[config.mk]
export PLATFORM = sky130hd
export DESIGN_NAME = q6k_dot
export DESIGN_NICKNAME = d
export VERILOG_FILES = /design/src/rtl/q6k_pkg.sv /design/src/rtl/q6k_dot.sv
export SDC_FILE = /design/constraint.sdc
export NUM_CORES = 2
export LEC_CHECK = 0
export BUFFER_PORTS_ARGS = -buffer_cell sky130_fd_sc_hd__buf_2
export CORE_MARGIN = 2
export CORE_UTILIZATION = 59
export CTS_BUF_LIST = sky130_fd_sc_hd__clkbuf_8
export DETAILED_ROUTE_END_ITERATION = 16
export PLACE_DENSITY = 0.87
export SYNTH_ARGS = -nofsm -noshare
export SYNTH_HDL_FRONTEND = slang
export SYNTH_SLANG_ARGS = --single-unit
[constraint.sdc]
create_clock -name clk -period 8.95 [get_ports clk]
set_clock_uncertainty 0.1 [all_clocks]
set_input_delay 2.685 -clock clk [delete_from_list [all_inputs] [get_ports clk]]
set_output_delay 2.685 -clock clk [all_outputs]
set_load 0.02 [all_outputs]
[src/rtl/q6k_pkg.sv]
package q6k_pkg;

    localparam int DOT_W = 18;
    localparam int GROUPS = 4;
    localparam int LANES = 4;
    localparam logic [31:0] QNAN_DEFAULT = 32'hFFC00000;
    localparam logic [31:0] QUIET_BIT = 32'h00400000;

    typedef enum logic {
        FP_MUL,
        FP_ADD
    } fp_op_t;

    typedef struct packed {
        logic        valid;
        fp_op_t      op;
        logic [31:0] a;
        logic [31:0] b;
    } fpu_req_t;

    // fp16 bit pattern to single, exact
    function automatic logic [31:0] half_to_single(input logic [15:0] h);
        logic       s;
        logic [4:0] ex;
        logic [9:0] man;
        logic [3:0] q;
        logic [7:0] e;
        logic [9:0] nm;
        logic [31:0] r;
        s = h[15];
        ex = h[14:10];
        man = h[9:0];
        q = '0;
        for (int i = 0; i < 10; i++)
        begin
            if (man[i])
            begin
                q = 4'(i);
            end
        end
        e = 8'(q) + 8'd103;
        nm = 10'(man << (4'd10 - q));
        if (ex == 5'd0)
        begin
            if (man == 10'd0)
            begin
                r = {s, 31'b0};
            end
            else
            begin
                r = {s, e, nm, 13'b0};
            end
        end
        else if (ex == 5'h1F)
        begin
            r = {s, 8'hFF, man, 13'b0};
        end
        else
        begin
            r = {s, 8'(ex) + 8'd112, man, 13'b0};
        end
        return r;
    endfunction

    // small signed integer to single, exact
    function automatic logic [31:0] int_to_single(input logic signed [DOT_W-1:0] v);
        logic [DOT_W-1:0] mag;
        logic [4:0]       p;
        logic [40:0]      t;
        logic [31:0]      r;
        mag = v[DOT_W-1] ? DOT_W'(-v) : DOT_W'(v);
        p = '0;
        for (int i = 0; i < DOT_W; i++)
        begin
            if (mag[i])
            begin
                p = 5'(i);
            end
        end
        t = 41'(mag) << (5'd23 - p);
        if (mag == '0)
        begin
            r = 32'h0;
        end
        else
        begin
            r = {v[DOT_W-1], 8'd127 + 8'(p), t[22:0]};
        end
        return r;
    endfunction

endpackage

[src/rtl/q6k_dot.sv]
module q6k_dot
    import q6k_pkg::*;
(
    input  logic                    clk,
    input  logic                    rst_n,
    input  logic                    start,
    input  logic [127:0]            nib,
    input  logic [63:0]             plane,
    input  logic [255:0]            acts,
    output logic                    busy,
    output logic signed [DOT_W-1:0] dot0,
    output logic signed [DOT_W-1:0] dot1
);

    logic                    busy_reg;
    logic [1:0]              grp_reg;
    logic signed [DOT_W-1:0] dot0_reg;
    logic signed [DOT_W-1:0] dot1_reg;
    logic signed [DOT_W-1:0] part0;
    logic signed [DOT_W-1:0] part1;

    // one group of four weights per half each cycle
    always_comb
    begin
        logic [31:0] word;
        logic [7:0]  hb0;
        logic [7:0]  hb1;
        logic [31:0] a0;
        logic [31:0] a1;
        logic signed [6:0] w0;
        logic signed [6:0] w1;
        word = nib[{grp_reg, 5'b0} +: 32];
        hb0 = plane[{grp_reg, 4'b0} +: 8];
        hb1 = plane[{grp_reg, 4'b1000} +: 8];
        a0 = acts[{1'b0, grp_reg, 5'b0} +: 32];
        a1 = acts[{1'b1, grp_reg, 5'b0} +: 32];
        part0 = '0;
        part1 = '0;
        for (int k = 0; k < LANES; k++)
        begin
            w0 = $signed({1'b0, hb0[2*k +: 2], word[8*k +: 4]}) - 7'sd32;
            w1 = $signed({1'b0, hb1[2*k +: 2], word[8*k+4 +: 4]}) - 7'sd32;
            part0 = part0 + DOT_W'(w0 * $signed(a0[8*k +: 8]));
            part1 = part1 + DOT_W'(w1 * $signed(a1[8*k +: 8]));
        end
    end

    always_ff @(posedge clk or negedge rst_n)
    begin
        if (!rst_n)
        begin
            busy_reg <= 1'b0;
            grp_reg <= '0;
        end
        else if (start)
        begin
            busy_reg <= 1'b1;
            grp_reg <= '0;
        end
        else if (busy_reg)
        begin
            grp_reg <= grp_reg + 2'd1;
            if (grp_reg == 2'(GROUPS - 1))
            begin
                busy_reg <= 1'b0;
            end
        end
    end

    always_ff @(posedge clk)
    begin
        if (start)
        begin
            dot0_reg <= '0;
            dot1_reg <= '0;
        end
        else if (busy_reg)
        begin
            dot0_reg <= dot0_reg + part0;
            dot1_reg <= dot1_reg + part1;
        end
    end

    assign busy = busy_reg;
    assign dot0 = dot0_reg;
    assign dot1 = dot1_reg;

endmodule

; ---- Yosys cells after proc, flatten, opt, wreduce, memory -nomap -nowiden
; Index checks and enable logic that the tools add are counted.
[op_classes]
add_sub_neg = 17
multipliers = 8
n_div = 0
magnitude_cmp = 0
eq_ne = 1
shift = 5
mux = 5
bitwise = 0
reduce_logical = 1
[op_table]
columns = op, n
row1 = $shiftx A256 B8 Y32, 1
row2 = $shiftx A256 B9 Y32, 1
row3 = $shiftx A128 B8 Y32, 1
row4 = $shiftx A64 B7 Y8, 2
row5 = $mul A7 B8 Y15, 8
row6 = $sub A6 B6 Y7 const B, 8
row7 = $add A17 B15 Y18, 2
row8 = $add A18 B18 Y18, 2
row9 = $add A16 B15 Y17, 2
row10 = $add A15 B15 Y16, 2
row11 = $mux W2, 2
row12 = $mux W1, 3
row13 = $add A2 B1 Y2 const B, 1
row14 = $eq A2 B2 Y1 const B, 1
row15 = $reduce_bool A2 Y1, 1
[word_totals]
regBits = 39
latch_bits = 0
ramBits = 0
romBits = 0
elab_cells = 41
memories = 0

; ---- Depth between registers and ports, before layout
[depth]
word_depth = 7
depth_mapped = 29
depth_no_buf = 27

; ---- Least setup slack after synthesis
; Ideal clock, no wire load.
[synth_timing]
kind = input-to-reg
from = input plane[57]
to = register dot1_reg[15], in the netlist dot1[15]
setup_ps = 106
t_arrival_ps = 9556
setup_slack_ps = -812
path_stages = 24
path_cell_list = mux4_2 -> clkbuf_1 -> or2_2 -> fa_1 -> inv_1 -> fa_1 -> fa_1 -> inv_1 -> fa_1 -> inv_1 -> fa_1 -> fa_1 -> fa_1 -> inv_1 -> fa_1 -> inv_1 -> ha_1 -> a21o_1 -> a21oi_1 -> nor2b_1 -> a311oi_2 -> a21boi_0 -> or4_1 -> o311ai_0
[synth_via]
elab_chain_len = 7
[synth_rtl]
columns = element, line
row1 = from (decl), q6k_dot.sv:8  ; input logic [63:0] plane,
row2 = $shiftx A64 B7 Y8, q6k_dot.sv:34  ; hb1 = plane[{grp_reg, 4'b1000} +: 8];
row3 = $sub A6 B6 Y7, q6k_dot.sv:42  ; w1 = $signed({1'b0, hb1[2*k +: 2], word[8*k+4 +: 4]}) - 7'sd32;
row4 = $mul A7 B8 Y15, q6k_dot.sv:44  ; part1 = part1 + DOT_W'(w1 * $signed(a1[8*k +: 8]));
row5 = $add A15 B15 Y16, q6k_dot.sv:44
row6 = $add A16 B15 Y17, q6k_dot.sv:44
row7 = $add A17 B15 Y18, q6k_dot.sv:44
row8 = $add A18 B18 Y18, q6k_dot.sv:80  ; dot1_reg <= dot1_reg + part1;
row9 = to (signal assigned), q6k_dot.sv:80
row10 = to (decl), q6k_dot.sv:18  ; logic signed [DOT_W-1:0] dot1_reg;
; Every way passes these cells.
; A chain may end at the register's enable or synchronous reset.

; ---- Worst setup path in the final report
[layout_timing]
from = input acts[247]
to = register dot1_reg[15], in the netlist dot1[15]
[layout_via]
elab_chain_len = 5
[layout_rtl]
columns = element, line
row1 = from (decl), q6k_dot.sv:9  ; input logic [255:0] acts,
row2 = $shiftx A256 B9 Y32, q6k_dot.sv:36  ; a1 = acts[{1'b1, grp_reg, 5'b0} +: 32];
row3 = $mul A7 B8 Y15, q6k_dot.sv:44
row4 = $add A16 B15 Y17, q6k_dot.sv:44
row5 = $add A17 B15 Y18, q6k_dot.sv:44
row6 = $add A18 B18 Y18, q6k_dot.sv:80
; Every way passes these cells.

==> results.toml <==
[run_status]
status = "finished with violations"
violations = "setup timing"

[global_routing]
grt_pass1_wl_um = 128000
antenna_found_initial = 12
track_usage = 0.392
overflow = 0
grt_pass1_vias = 23700
grt_max_degree = 61

[final_layout]
fill_cells = 2348
nets = 4419
drive_above_1_share = 0.397
syn_to_final_growth_pct = 27.8

[setup_path]
r2r_cells = 23
cp-endpoint = "dot1[15]"
startpoint = "acts[247]"
cp_max_fo = 4
cp-end-kind = "flop"
path_class = "input pin to flop"
cp.arrival_ns = 10.23
cp-start-kind = "input pin"
rr_startpoint = "grp_reg[0]"
r2r_end = "dot1[15]"
r2r_slack_ns = 0.17
cp.required_ns = 9.07

[sta]
finalWorstSetupSlack_ns = -1.17
fin_crit_sh = 1.13
slew_violations = 0
max_freq_ghz = 0.0989
setup_viol = 21
slew_headroom = 0.399
hold_viol = 0
rsz0062_at_grt = "true"
min_period_ns = 10.12
tightestPinTransition_ns = 0.901

[worst_hold_path]
hold_class = "flop to flop"

[cts]
insertion_delay_ns = 0.31
cts_root_buf = "clkbuf_8"
cts-htree-levels = 2
cts_buffers = 5
ctsHoldBuffers = 0
cts.sinks = 39
cts_tree = "done"
cts_buffer_depth = 2
clkTransAtPathRegs_ns = 0.08

[drt]
dr.pass1.iters = 7
wl_per_cell_um = 24.3
wl_met1_um = 30200
wl_met2_um = 41300
wirelength_um = 89900
drc_errors = 0
dr_wl_met3_um = 10600
highest_layer = "met5"
routed_via_density = 5.89
first_iter_violations = 1855
postRouteAntennaNets = 0
vias = 21800

[logic_synthesis]
ys_types = 53
syn_inst = 2381
avgSynthCellArea_um2 = 10.4
yosys.area_share.simple = 0.120
muxShareOfSynthArea = 0.109
async_flop_share = 0.0769
synth_ff_type = "dfxtp_1"
syn_area_um2 = 24700
yosysSeqAreaShare = 0.0322
synth_xor_area_frac = 0.0145
synthAdderAreaFrac = 0.589
synth_nets = 3639
ys_ff_latch = 39
synth_edf_count = 0
yosysWarnings = 0
synth_top_family_by_area = "adder cells"
synth_compound_area_frac = 0.0252

[floorplanning]
fp.dieH_um = 209
coreArea_um2 = 41000
initial_core_util = 0.602
dieArea_um2 = 43500
ios = 488
rows = 74
die_w_um = 209

[placed_design]
globalplace.congestion = 0.944
place_ws_ns = -0.983
hpwl_um = 70800
numPortBuffers = 487

[run]
drv_cap = 0
-- timing repair --
item                       4_1_cts  5_1_grt
gates resized for setup        193      166
pin swaps                      118      140
hold endpoints to repair         0        0
setup endpoints to repair       21       25
setup buffers                   45       39
-- cells by family (layout without fill, tap and decap cells) --
logic type      Yosys count  after routing
simple gates            550            550
mux                     130            130
buf+inv                 722           1501
xor+xnor                 40             40
other cells               0              9
fa+ha+maj               807            807
compound gates           93             93
flops                    39             39
-- worst max-delay path: stages --
cell and delay [ns]:
buf_2 0.11, mux4_2 0.58, and2_1 0.26, inv_2 0.15, fa_1 0.49, fa_2 0.60
buf_4 0.12, fa_1 0.59, fa_1 0.86, inv_1 0.16, fa_1 0.54, fa_1 0.46
fa_1 0.52, inv_1 0.06, fa_1 0.48, inv_1 0.05, ha_2 0.31, o2111ai_4 0.11
a21oi_2 0.05, a311oi_2 0.36, a21boi_1 0.13, or4_1 0.45, o311ai_1 0.10
-- synth_stat cells, types with 18 or more instances --
master    instances  area share
nand2b_1         22      0.0056
fa_1            590        0.48
nand2_1         134       0.020
xnor2_1          35       0.012
ha_1            217        0.11
or2_2            31      0.0079
and2_1          212       0.054
mux4_2          110        0.10
dfxtp_1          36       0.029
nor2b_1          48       0.012
clkbuf_1         22      0.0033
nor2_1           67       0.010
buf_2            18      0.0037
a21oi_1          26      0.0053
mux2i_1          18      0.0073
inv_1           678        0.10
-- cell usage in the layout (no fill, tap or decap), types with 9 or more instances in the layout --
| master | netlist | routed |
|---|---|---|
| mux2i_1 | 18 | 18 |
| fa_2 | 0 | 58 |
| a21oi_2 | 0 | 13 |
| buf_2 | 18 | 468 |
| buf_6 | 1 | 77 |
| nor2_2 | 0 | 13 |
| ha_4 | 0 | 18 |
| and2_1 | 212 | 183 |
| buf_4 | 0 | 266 |
| fa_1 | 590 | 532 |
| nor2b_2 | 0 | 10 |
| xnor2_1 | 35 | 33 |
| or2_2 | 31 | 11 |
| and2_4 | 2 | 31 |
| nor2b_1 | 48 | 31 |
| mux4_2 | 110 | 110 |
| ha_1 | 217 | 198 |
| inv_2 | 0 | 75 |
| nand3_1 | 11 | 9 |
| nand2_2 | 0 | 10 |
| inv_1 | 678 | 598 |
| or2_4 | 0 | 20 |
| a21oi_1 | 26 | 10 |
| nand2b_1 | 22 | 18 |
| diode_2 | 0 | 9 |
| a21o_1 | 9 | 9 |
| dfxtp_1 | 36 | 36 |
| nand2_1 | 134 | 119 |
| nor2_1 | 67 | 53 |
-- area by class of cell --
cell class / count / area [um2] / area share
multi-input cells: 1620 / 22100 / 0.700
repair buffers: 817 / 5330 / 0.169
inverters: 678 / 2560 / 0.0812
flip-flops and latches: 39 / 805 / 0.0255
well taps: 532 / 666 / 0.0211
clock buffers: 5 / 68.8 / 0.00218
diodes: 9 / 22.5 / 0.000714
clock inverters: 1 / 3.75 / 0.000119
-- layer usage --
| layer | vias up | global-route usage |
|---|---|---|
| met3 | 529 | 0.0912 |
| met2 | 1774 | 0.643 |
| li1 | 8751 | - |
| met5 | - | 0 |
| met1 | 10700 | 0.478 |
| met4 | 4 | 0.229 |
-- through the flow --
stage	std cells	TNS [ns]	area, um2	util	hold WS, ns
4_1_cts	3658	-5.51	30800	0.752	0.407
3_3_place_gp	3608	-13.17	29900	0.728	0.392
5_1_grt	3699	-12.31	31500	0.769	0.454
3_5_place_dp	3608	-15.38	29900	0.728	0.393
6_report	3701	-10.30	31500	0.769	0.404
2_1_floorplan	2381	-1.49	25100	-	0.459
-- how the worst min path moves through the flow --
stage | startpoint | end | slack, ns | cells past startpoint
3_3_place_gp | dot0[7] | dot0[7] | 0.39 | 2
2_1_floorplan | dot0[7] | dot0[7] | 0.46 | 2
3_5_place_dp | dot0[7] | dot0[7] | 0.39 | 2
5_1_grt | dot1[14] | dot1[14] | 0.45 | 2
6_report | dot0[7] | dot0[7] | 0.40 | 2
4_1_cts | dot0[7] | dot0[7] | 0.41 | 2
Power is left out: the tool's default activity adds up to more than one toggle a clock period on the data nets, which glitch-free logic cannot reach.
