## src/rtl/q6k_pkg.sv

```systemverilog
package q6k_pkg;

    localparam int DOT_W = 18;
    localparam int GROUPS = 4;
    localparam int LANES = 4;
    localparam logic [31:0] QNAN_DEFAULT = 32'hFFC00000;
    localparam logic [31:0] QUIET_BIT = 32'h00400000;

    typedef enum logic {
        FP_MUL,
        FP_ADD
    } fp_op_t;

    typedef struct packed {
        logic        valid;
        fp_op_t      op;
        logic [31:0] a;
        logic [31:0] b;
    } fpu_req_t;

    // fp16 bit pattern to single, exact
    function automatic logic [31:0] half_to_single(input logic [15:0] h);
        logic       s;
        logic [4:0] ex;
        logic [9:0] man;
        logic [3:0] q;
        logic [7:0] e;
        logic [9:0] nm;
        logic [31:0] r;
        s = h[15];
        ex = h[14:10];
        man = h[9:0];
        q = '0;
        for (int i = 0; i < 10; i++)
        begin
            if (man[i])
            begin
                q = 4'(i);
            end
        end
        e = 8'(q) + 8'd103;
        nm = 10'(man << (4'd10 - q));
        if (ex == 5'd0)
        begin
            if (man == 10'd0)
            begin
                r = {s, 31'b0};
            end
            else
            begin
                r = {s, e, nm, 13'b0};
            end
        end
        else if (ex == 5'h1F)
        begin
            r = {s, 8'hFF, man, 13'b0};
        end
        else
        begin
            r = {s, 8'(ex) + 8'd112, man, 13'b0};
        end
        return r;
    endfunction

    // small signed integer to single, exact
    function automatic logic [31:0] int_to_single(input logic signed [DOT_W-1:0] v);
        logic [DOT_W-1:0] mag;
        logic [4:0]       p;
        logic [40:0]      t;
        logic [31:0]      r;
        mag = v[DOT_W-1] ? DOT_W'(-v) : DOT_W'(v);
        p = '0;
        for (int i = 0; i < DOT_W; i++)
        begin
            if (mag[i])
            begin
                p = 5'(i);
            end
        end
        t = 41'(mag) << (5'd23 - p);
        if (mag == '0)
        begin
            r = 32'h0;
        end
        else
        begin
            r = {v[DOT_W-1], 8'd127 + 8'(p), t[22:0]};
        end
        return r;
    endfunction

endpackage

```

## src/rtl/q6k_fpu.sv

```systemverilog
module q6k_fpu
    import q6k_pkg::*;
(
    input  logic        clk,
    input  logic        rst_n,
    input  fpu_req_t    req,
    output logic        res_valid,
    output logic [31:0] res
);

    logic               v1_reg;
    logic               s1_reg;
    logic               zs1_reg;
    logic [50:0]        m1_reg;
    logic signed [11:0] t1_reg;
    logic               spec1_reg;
    logic [31:0]        specv1_reg;
    logic               res_valid_reg;
    logic [31:0]        res_reg;

    logic               s_next;
    logic               zs_next;
    logic [50:0]        m_next;
    logic signed [11:0] t_next;
    logic               spec_next;
    logic [31:0]        specv_next;
    logic [31:0]        pack_next;

    // operand unpack, multiply or align and add
    always_comb
    begin
        logic        sa, sb, sx, sy;
        logic [7:0]  ea, eb, ex, ey, dd;
        logic [23:0] ma, mb, mx, my;
        logic        nan_a, nan_b, inf_a, inf_b, zero_a, zero_b;
        logic [50:0] ax, byf, bys;
        logic        stk;
        sa = req.a[31];
        sb = req.b[31];
        ea = (req.a[30:23] == 8'd0) ? 8'd1 : req.a[30:23];
        eb = (req.b[30:23] == 8'd0) ? 8'd1 : req.b[30:23];
        ma = {req.a[30:23] != 8'd0, req.a[22:0]};
        mb = {req.b[30:23] != 8'd0, req.b[22:0]};
        nan_a = (req.a[30:23] == 8'hFF) && (req.a[22:0] != 23'd0);
        nan_b = (req.b[30:23] == 8'hFF) && (req.b[22:0] != 23'd0);
        inf_a = (req.a[30:23] == 8'hFF) && (req.a[22:0] == 23'd0);
        inf_b = (req.b[30:23] == 8'hFF) && (req.b[22:0] == 23'd0);
        zero_a = req.a[30:0] == 31'd0;
        zero_b = req.b[30:0] == 31'd0;
        if (req.a[30:0] >= req.b[30:0])
        begin
            sx = sa; sy = sb; ex = ea; ey = eb; mx = ma; my = mb;
        end
        else
        begin
            sx = sb; sy = sa; ex = eb; ey = ea; mx = mb; my = ma;
        end
        dd = ex - ey;
        ax = {1'b0, mx, 26'b0};
        byf = {1'b0, my, 26'b0};
        bys = byf >> dd;
        stk = (bys << dd) != byf;
        spec_next = 1'b0;
        specv_next = QNAN_DEFAULT;
        if (req.op == FP_MUL)
        begin
            s_next = sa ^ sb;
            zs_next = sa ^ sb;
            m_next = 51'(ma * mb);
            t_next = $signed({4'b0, ea}) + $signed({4'b0, eb}) - 12'sd300;
            if (nan_a)
            begin
                spec_next = 1'b1;
                specv_next = req.a | QUIET_BIT;
            end
            else if (nan_b)
            begin
                spec_next = 1'b1;
                specv_next = req.b | QUIET_BIT;
            end
            else if ((inf_a && zero_b) || (inf_b && zero_a))
            begin
                spec_next = 1'b1;
                specv_next = QNAN_DEFAULT;
            end
            else if (inf_a || inf_b)
            begin
                spec_next = 1'b1;
                specv_next = {sa ^ sb, 8'hFF, 23'd0};
            end
        end
        else
        begin
            s_next = sx;
            zs_next = sa & sb;
            m_next = (sx ^ sy) ? (ax - (bys | 51'(stk))) : (ax + (bys | 51'(stk)));
            t_next = $signed({4'b0, ex}) - 12'sd176;
            if (nan_a)
            begin
                spec_next = 1'b1;
                specv_next = req.a | QUIET_BIT;
            end
            else if (nan_b)
            begin
                spec_next = 1'b1;
                specv_next = req.b | QUIET_BIT;
            end
            else if (inf_a && inf_b && (sa != sb))
            begin
                spec_next = 1'b1;
                specv_next = QNAN_DEFAULT;
            end
            else if (inf_a)
            begin
                spec_next = 1'b1;
                specv_next = req.a;
            end
            else if (inf_b)
            begin
                spec_next = 1'b1;
                specv_next = req.b;
            end
        end
    end

    // normalize and round to nearest even
    always_comb
    begin
        logic [5:0]         p;
        logic signed [11:0] e;
        logic signed [11:0] sh;
        logic [5:0]         shc;
        logic [114:0]       w;
        logic [23:0]        mant;
        logic               rnd, stk, inc, normal;
        logic [7:0]         ef;
        p = '0;
        for (int i = 0; i < 51; i++)
        begin
            if (m1_reg[i])
            begin
                p = 6'(i);
            end
        end
        e = $signed({6'b0, p}) + t1_reg + 12'sd127;
        normal = e >= 12'sd1;
        sh = normal ? ($signed({6'b0, p}) - 12'sd23) : -(t1_reg + 12'sd149);
        shc = (sh > 12'sd63) ? 6'd63 : sh[5:0];
        w = {m1_reg, 64'b0} >> shc;
        if (sh <= 12'sd0)
        begin
            mant = 24'(m1_reg << (-sh));
            rnd = 1'b0;
            stk = 1'b0;
        end
        else
        begin
            mant = w[87:64];
            rnd = w[63];
            stk = |w[62:0];
        end
        inc = rnd & (stk | mant[0]);
        ef = normal ? 8'(e - 12'sd1) : 8'd0;
        if (spec1_reg)
        begin
            pack_next = specv1_reg;
        end
        else if (m1_reg == '0)
        begin
            pack_next = {zs1_reg, 31'b0};
        end
        else if (e >= 12'sd255)
        begin
            pack_next = {s1_reg, 8'hFF, 23'd0};
        end
        else
        begin
            pack_next = {s1_reg, ({ef, 23'd0}) + 31'(mant) + 31'(inc)};
        end
    end

    always_ff @(posedge clk or negedge rst_n)
    begin
        if (!rst_n)
        begin
            v1_reg <= 1'b0;
            res_valid_reg <= 1'b0;
        end
        else
        begin
            v1_reg <= req.valid;
            res_valid_reg <= v1_reg;
        end
    end

    always_ff @(posedge clk)
    begin
        s1_reg <= s_next;
        zs1_reg <= zs_next;
        m1_reg <= m_next;
        t1_reg <= t_next;
        spec1_reg <= spec_next;
        specv1_reg <= specv_next;
        res_reg <= pack_next;
    end

    assign res_valid = res_valid_reg;
    assign res = res_reg;

endmodule

```

## config.mk

```make
export PLATFORM = sky130hd
export DESIGN_NAME = q6k_fpu
export DESIGN_NICKNAME = d
export VERILOG_FILES = /design/src/rtl/q6k_pkg.sv /design/src/rtl/q6k_fpu.sv
export SDC_FILE = /design/constraint.sdc
export NUM_CORES = 2
export LEC_CHECK = 0
export ABC_AREA = 1
export BUFFER_PORTS_ARGS = -buffer_cell sky130_fd_sc_hd__buf_2
export CORE_MARGIN = 2
export CORE_UTILIZATION = 60
export CTS_CLUSTER_SIZE = 14
export DETAILED_ROUTE_END_ITERATION = 6
export PLACE_DENSITY_LB_ADDON = 0.12
export RECOVER_POWER = 50
export SLEW_MARGIN = 40
export SYNTH_ARGS = -nofsm -noshare
export SYNTH_HDL_FRONTEND = slang
export SYNTH_SLANG_ARGS = --single-unit
```

## constraint.sdc

```tcl
create_clock -name clk -period 8.1 [get_ports clk]
set_input_delay 1.62 -clock clk [delete_from_list [all_inputs] [get_ports clk]]
set_output_delay 1.62 -clock clk [all_outputs]
set_load 0.01 [all_outputs]
```

==> results of run 1 <==
## metal layers
metal	GRT usage (%)	overflow
met3	68.1	30
met2	93.8	221
met1	81.2	35
met4	78.8	128
met5	46.6	5
## kinds of logic after synthesis
kind of cell	count (synthesis)	synth area share [%]
fa+ha+maj	811	34.7
xor+xnor	49	1.13
buf+inv	1469	14.3
simple gates	2639	27.6
other cells	1	0.00943
mux	47	1.18
flops	130	6.57
compound gates	1044	14.6
## timing repair
item	4_1_cts
gates cloned	12
hold endpoints to repair	0
resized for setup	805
pin swaps	226
setup endpoints to repair	82
buffers inserted	185
## stage by stage
step | setup slack (ps) | utilization [%]
after CTS | -1960 | 81.4
after global placement | -2960 | 74.1
after floorplan | -1710 | -
after detailed placement | -3170 | 74.2
==> metrics.md, run 1 <==
| Metric | Value |
|---|---|
| Clock Tree Root | clkbuf_16 |
| Worst EP post-GRT repair | m1_reg[46]$_DFF_P_/D |
| Placed cell areas | 0.0488 mm2 |
| Ys async rst share | 1.54% |
| Inst Count DP | 7,941 |
| Error | [ERROR GRT-0232] Routing congestion too high. Check the congestion heatmap in the GUI. |
| TritonCTS Buffers | 17 |
| Die W | 261 um |
| Rows | 94 |
| Placer Congestion | 1.10 |
| Hold-fix buffers, CTS | 0 |
| # H-tree levels | 4 |
| Seq/Total Area, Yosys | 6.57% |
| Die Height | 261 um |
| GRT overflow | 419 |
| All-Layer GR Usage | 80.6% |
| Top-count cell post-synth | nand2_1 |
| Stop stage | global routing |
| Num Clock Sinks | 130 |
| Hpwl dp | 135,000 um |
| Synth cell types | 72 |
| I/O pins | 101 |
| Mapped cell area | 0.0398 mm2 |
| Post-synth EDFFs | 0 |
| Number of buffers added on ports | 100 |
| Starting density of the core | 60.5% |
| Largest net degree at the start of global routing | 93 |
| Worst ep type | register data pin |
| Synth Flop Type | dfxtp_1 |
| Avg Cell Area, Syn | 6.43 um2 |
| Share of the synthesized area in the top cell type | 24.5% |
| Top cells by area, synth | fa_1 24%, nand2_1 17%, inv_1 11%, ha_1 10%, dfxtp_1 6.4% |
| Longest Clk Path Bufs | 2 |
| Status | aborted with a tool error |
| Yosys top cell by area | fa_1 |
| Most common library cells after synthesis | 1,803 x nand2_1, 1,117 x inv_1, 486 x fa_1 |
| Syn. warnings | 0 |
| Post-Syn Instances | 6,190 |
| FF+latch count, synth | 130 |
==> inputs of run 2 (changes only) <==
--- a/config.mk
+++ b/config.mk
@@ -8,10 +8,9 @@
 export ABC_AREA = 1
 export BUFFER_PORTS_ARGS = -buffer_cell sky130_fd_sc_hd__buf_2
 export CORE_MARGIN = 2
-export CORE_UTILIZATION = 60
-export CTS_CLUSTER_SIZE = 14
+export CORE_UTILIZATION = 40
 export DETAILED_ROUTE_END_ITERATION = 6
-export PLACE_DENSITY_LB_ADDON = 0.12
+export PLACE_DENSITY_LB_ADDON = 0.15
 export RECOVER_POWER = 50
 export SLEW_MARGIN = 40
 export SYNTH_ARGS = -nofsm -noshare
==> constraint.sdc (replaced) <==
create_clock -name clk -period 10.5 [get_ports clk]
set_input_delay 2.1 -clock clk [delete_from_list [all_inputs] [get_ports clk]]
set_output_delay 2.1 -clock clk [all_outputs]
set_load 0.01 [all_outputs]
==> run 2 against run 1 <==
The flow now finishes, with violations (negative setup slack); synthesized area unchanged; synthesized cell count unchanged.
==> metrics.md, run 2 <==
| Metric | Value |
|---|---|
| Via Count | 43,500 |
| RSZ-0062 raised after global routing | yes |
| R2R Path End | res[25] |
| Synth Flop Type | dfxtp_1 |
| Fillers | 10,300 |
| Post-layout util | 49.5% |
| Worst slew margin | 37.4% |
| Avg WL per Cell | 21.2 um |
| Hold Fails Final Rpt | 0 |
| Detailed Route Iter0 Violations | 3,826 |
| Die area | 0.102 mm2 |
| Fin crit period | 10,940 ps |
| Starting density of the core | 40.4% |
| FF+latch count, synth | 130 |
| DR vias/cell | 5.42 |
| Reg area | 0.00262 mm2 |
| Reg clk slew, reported paths | 90 ps |
| Post-Syn Instances | 6,190 |
| Fmax | 91.4 MHz |
| Final Slew Violations | 0 |
| Yosys top cell by area | fa_1 |
| Num Clock Sinks | 130 |
| Hold-fix buffers, CTS | 0 |
| All-Layer GR Usage | 33.2% |
| WL final | 170,000 um |
| Critical R2R Launch | m1_reg[2] |
| Vias in the first global route | 42,900 |
| Worst skew pair latency | 490 ps |
| Synth cell types | 72 |
| Die Height | 319 um |
| Largest net degree at the start of global routing | 99 |
| I/O pins | 101 |
| Area share of xor/xnor cells in the synthesized design | 1.13% |
| Met2 usage | 54.8% |
| Final setup slack of the worst path | -440 ps |
| Fin nets | 7,609 |
| GRT busiest layer | met2 |
| Core area | 0.0984 mm2 |
| Synth Area in Simple Gates | 27.6% |
| Crit Path Class | primary input to flop |
| Status | finished with violations |
| CP startpoint | req[30] |
| CP arrival | 11,290 ps |
| GRT overflow | 0 |
| Fin Hold WS | 362 ps |
| Reg2reg path depth | 97 |
| Pre-antenna DRT Iters | 6 |
| Post-Synth Adder-Cell Area | 34.7% |
| GRT met1 Usage | 43.3% |
| Longest Clk Path Bufs | 2 |
| Top cells by area, synth | fa_1 24%, nand2_1 17%, inv_1 11%, ha_1 10%, dfxtp_1 6.4% |
| Die W | 319 um |
| Antenna Nets Post-Route | 0 |
| Clk_skew | 22.4 ps |
| Crit. End Element | flop |
| Avg Cell Area, Syn | 6.43 um2 |
| Worst Tran Pin Value | 931 ps |
| Rows | 115 |
| CP Launch Type | primary input |
| Antenna violations before repair | 10 |
| Clock Tree Root | clkbuf_16 |
| Ys async rst share | 1.54% |
| Most frequent cells in the layout | 1,752 x nand2_1, 1,078 x inv_1, 686 x buf_4 |
| Synth-to-layout area growth | 22.5% |
| Cell with the largest stage delay on the worst path | ha_1 |
| CTS tree | done |
| Largest family of logic cells by synthesized area | adder cells |
| Post-route clock period utilization | 104% |
| First-pass GRT wire length | 258,000 um |
| Total of max-cap violations | 0 |
| Commonest non-fill, non-tap cell in the layout | nand2_1 |
| Setup-failing EPs final | 14 |
| Mux contribution to synthesized area | 1.18% |
| TritonCTS Buffers | 17 |
| # H-tree levels | 4 |
| Number of buffers added on ports | 100 |
| Most common library cells after synthesis | 1,803 x nand2_1, 1,117 x inv_1, 486 x fa_1 |
| Worst setup path end | m1_reg[12] |
| DR DRC count | 0 |
| Seq/Total Area, Yosys | 6.57% |
| Share of the synthesized area in the top cell type | 24.5% |
| Multi-input gate area | 0.0330 mm2 |
| Top-count cell post-synth | nand2_1 |
| HP Class | flop to flop |
| Share of layout cells above drive strength 1 | 18.8% |
| Hold Path Depth | 0 |
| Placer Congestion | 1.06 |
| CP most frequent cell | buf_4 |
| Max reg flops | 51 |
| Syn. warnings | 0 |
| Reg2reg setup slack | 1110 ps |
| Global Route met3 Usage | 5.39% |
| Hpwl dp | 136,000 um |
| Post-synth EDFFs | 0 |
| Mapped cell area | 0.0398 mm2 |
| Data required time at the worst endpoint | 10,860 ps |
| Compound-Gate Fraction of Synth Area | 14.6% |
| Worst path max stage delay | 320 ps |
| Failing checks | negative setup slack |
| Worst Path Max Fanout | 7 |
## run 2: logic make-up after synthesis
group	count (synthesis)
AND/OR/NAND/NOR	2639
flip-flops	130
buffers and inverters	1469
multiplexers	47
XOR/XNOR	49
AO/OA/AOI/OAI	1044
adder cells (fa/ha/maj)	811
other	1
## run 2: worst min-delay path by stage
stage	start	end
after detailed placement	v1_reg	res_valid
after CTS	v1_reg	res_valid
after global routing	v1_reg	res_valid
after floorplan	v1_reg	res_valid
after global placement	v1_reg	res_valid
final	v1_reg	res_valid
## run 2: what timing repair did
| item | in CTS | in global routing |
|---|---|---|
| endpoints found under the setup margin | 20 | 53 |
| pin swaps | 65 | 69 |
| gates cloned | 5 | 0 |
| setup buffers | 68 | 23 |
| gates resized for setup | 359 | 189 |
## run 2: layout make-up
type | instances | share of cell area [%]
Multi-Input combinational cell | 4599 | 67.8
Antenna cell | 4 | 0.0205
Clock inverter | 15 | 0.326
Inverter | 1144 | 8.90
Tap cell | 1287 | 3.31
Timing Repair Buffer | 837 | 13.3
Sequential cell | 130 | 5.37
Clock buffer | 17 | 0.873
Timing Repair inverter | 1 | 0.0180
## run 2: metal layers
metal	routed length [um]	up-vias	part of all wire, %
met5	26	-	0.015
met4	7550	4	4.4
met3	13300	347	7.8
met2	78200	1744	46
met1	70800	21000	42
li1	-	20500	-
## run 2: worst max-delay path, delay by kind of cell
kind,cells,cell delay (ps)
xor+xnor,1,250
fa+ha+maj,3,690
simple gates,25,3100
compound gates,16,1840
buf+inv,25,2950
mux,2,350
## run 2: per-stage QoR
step / cell area [um2] / TNS, ps / setup slack, ps / std cells
after floorplan: 39800 / 0 / 9.03 / 6197
after global placement: 45700 / -22690 / -1520 / 7911
after detailed placement: 45700 / -24320 / -1620 / 7911
after CTS: 48000 / -897 / -192 / 8012
after global routing: 48700 / -13890 / -1060 / 8031
final: 48700 / -3600 / -440 / 8034
Power of run 2 is not shown: default switching activity piles up to over one toggle a cycle in this logic, so the estimate is an artifact.
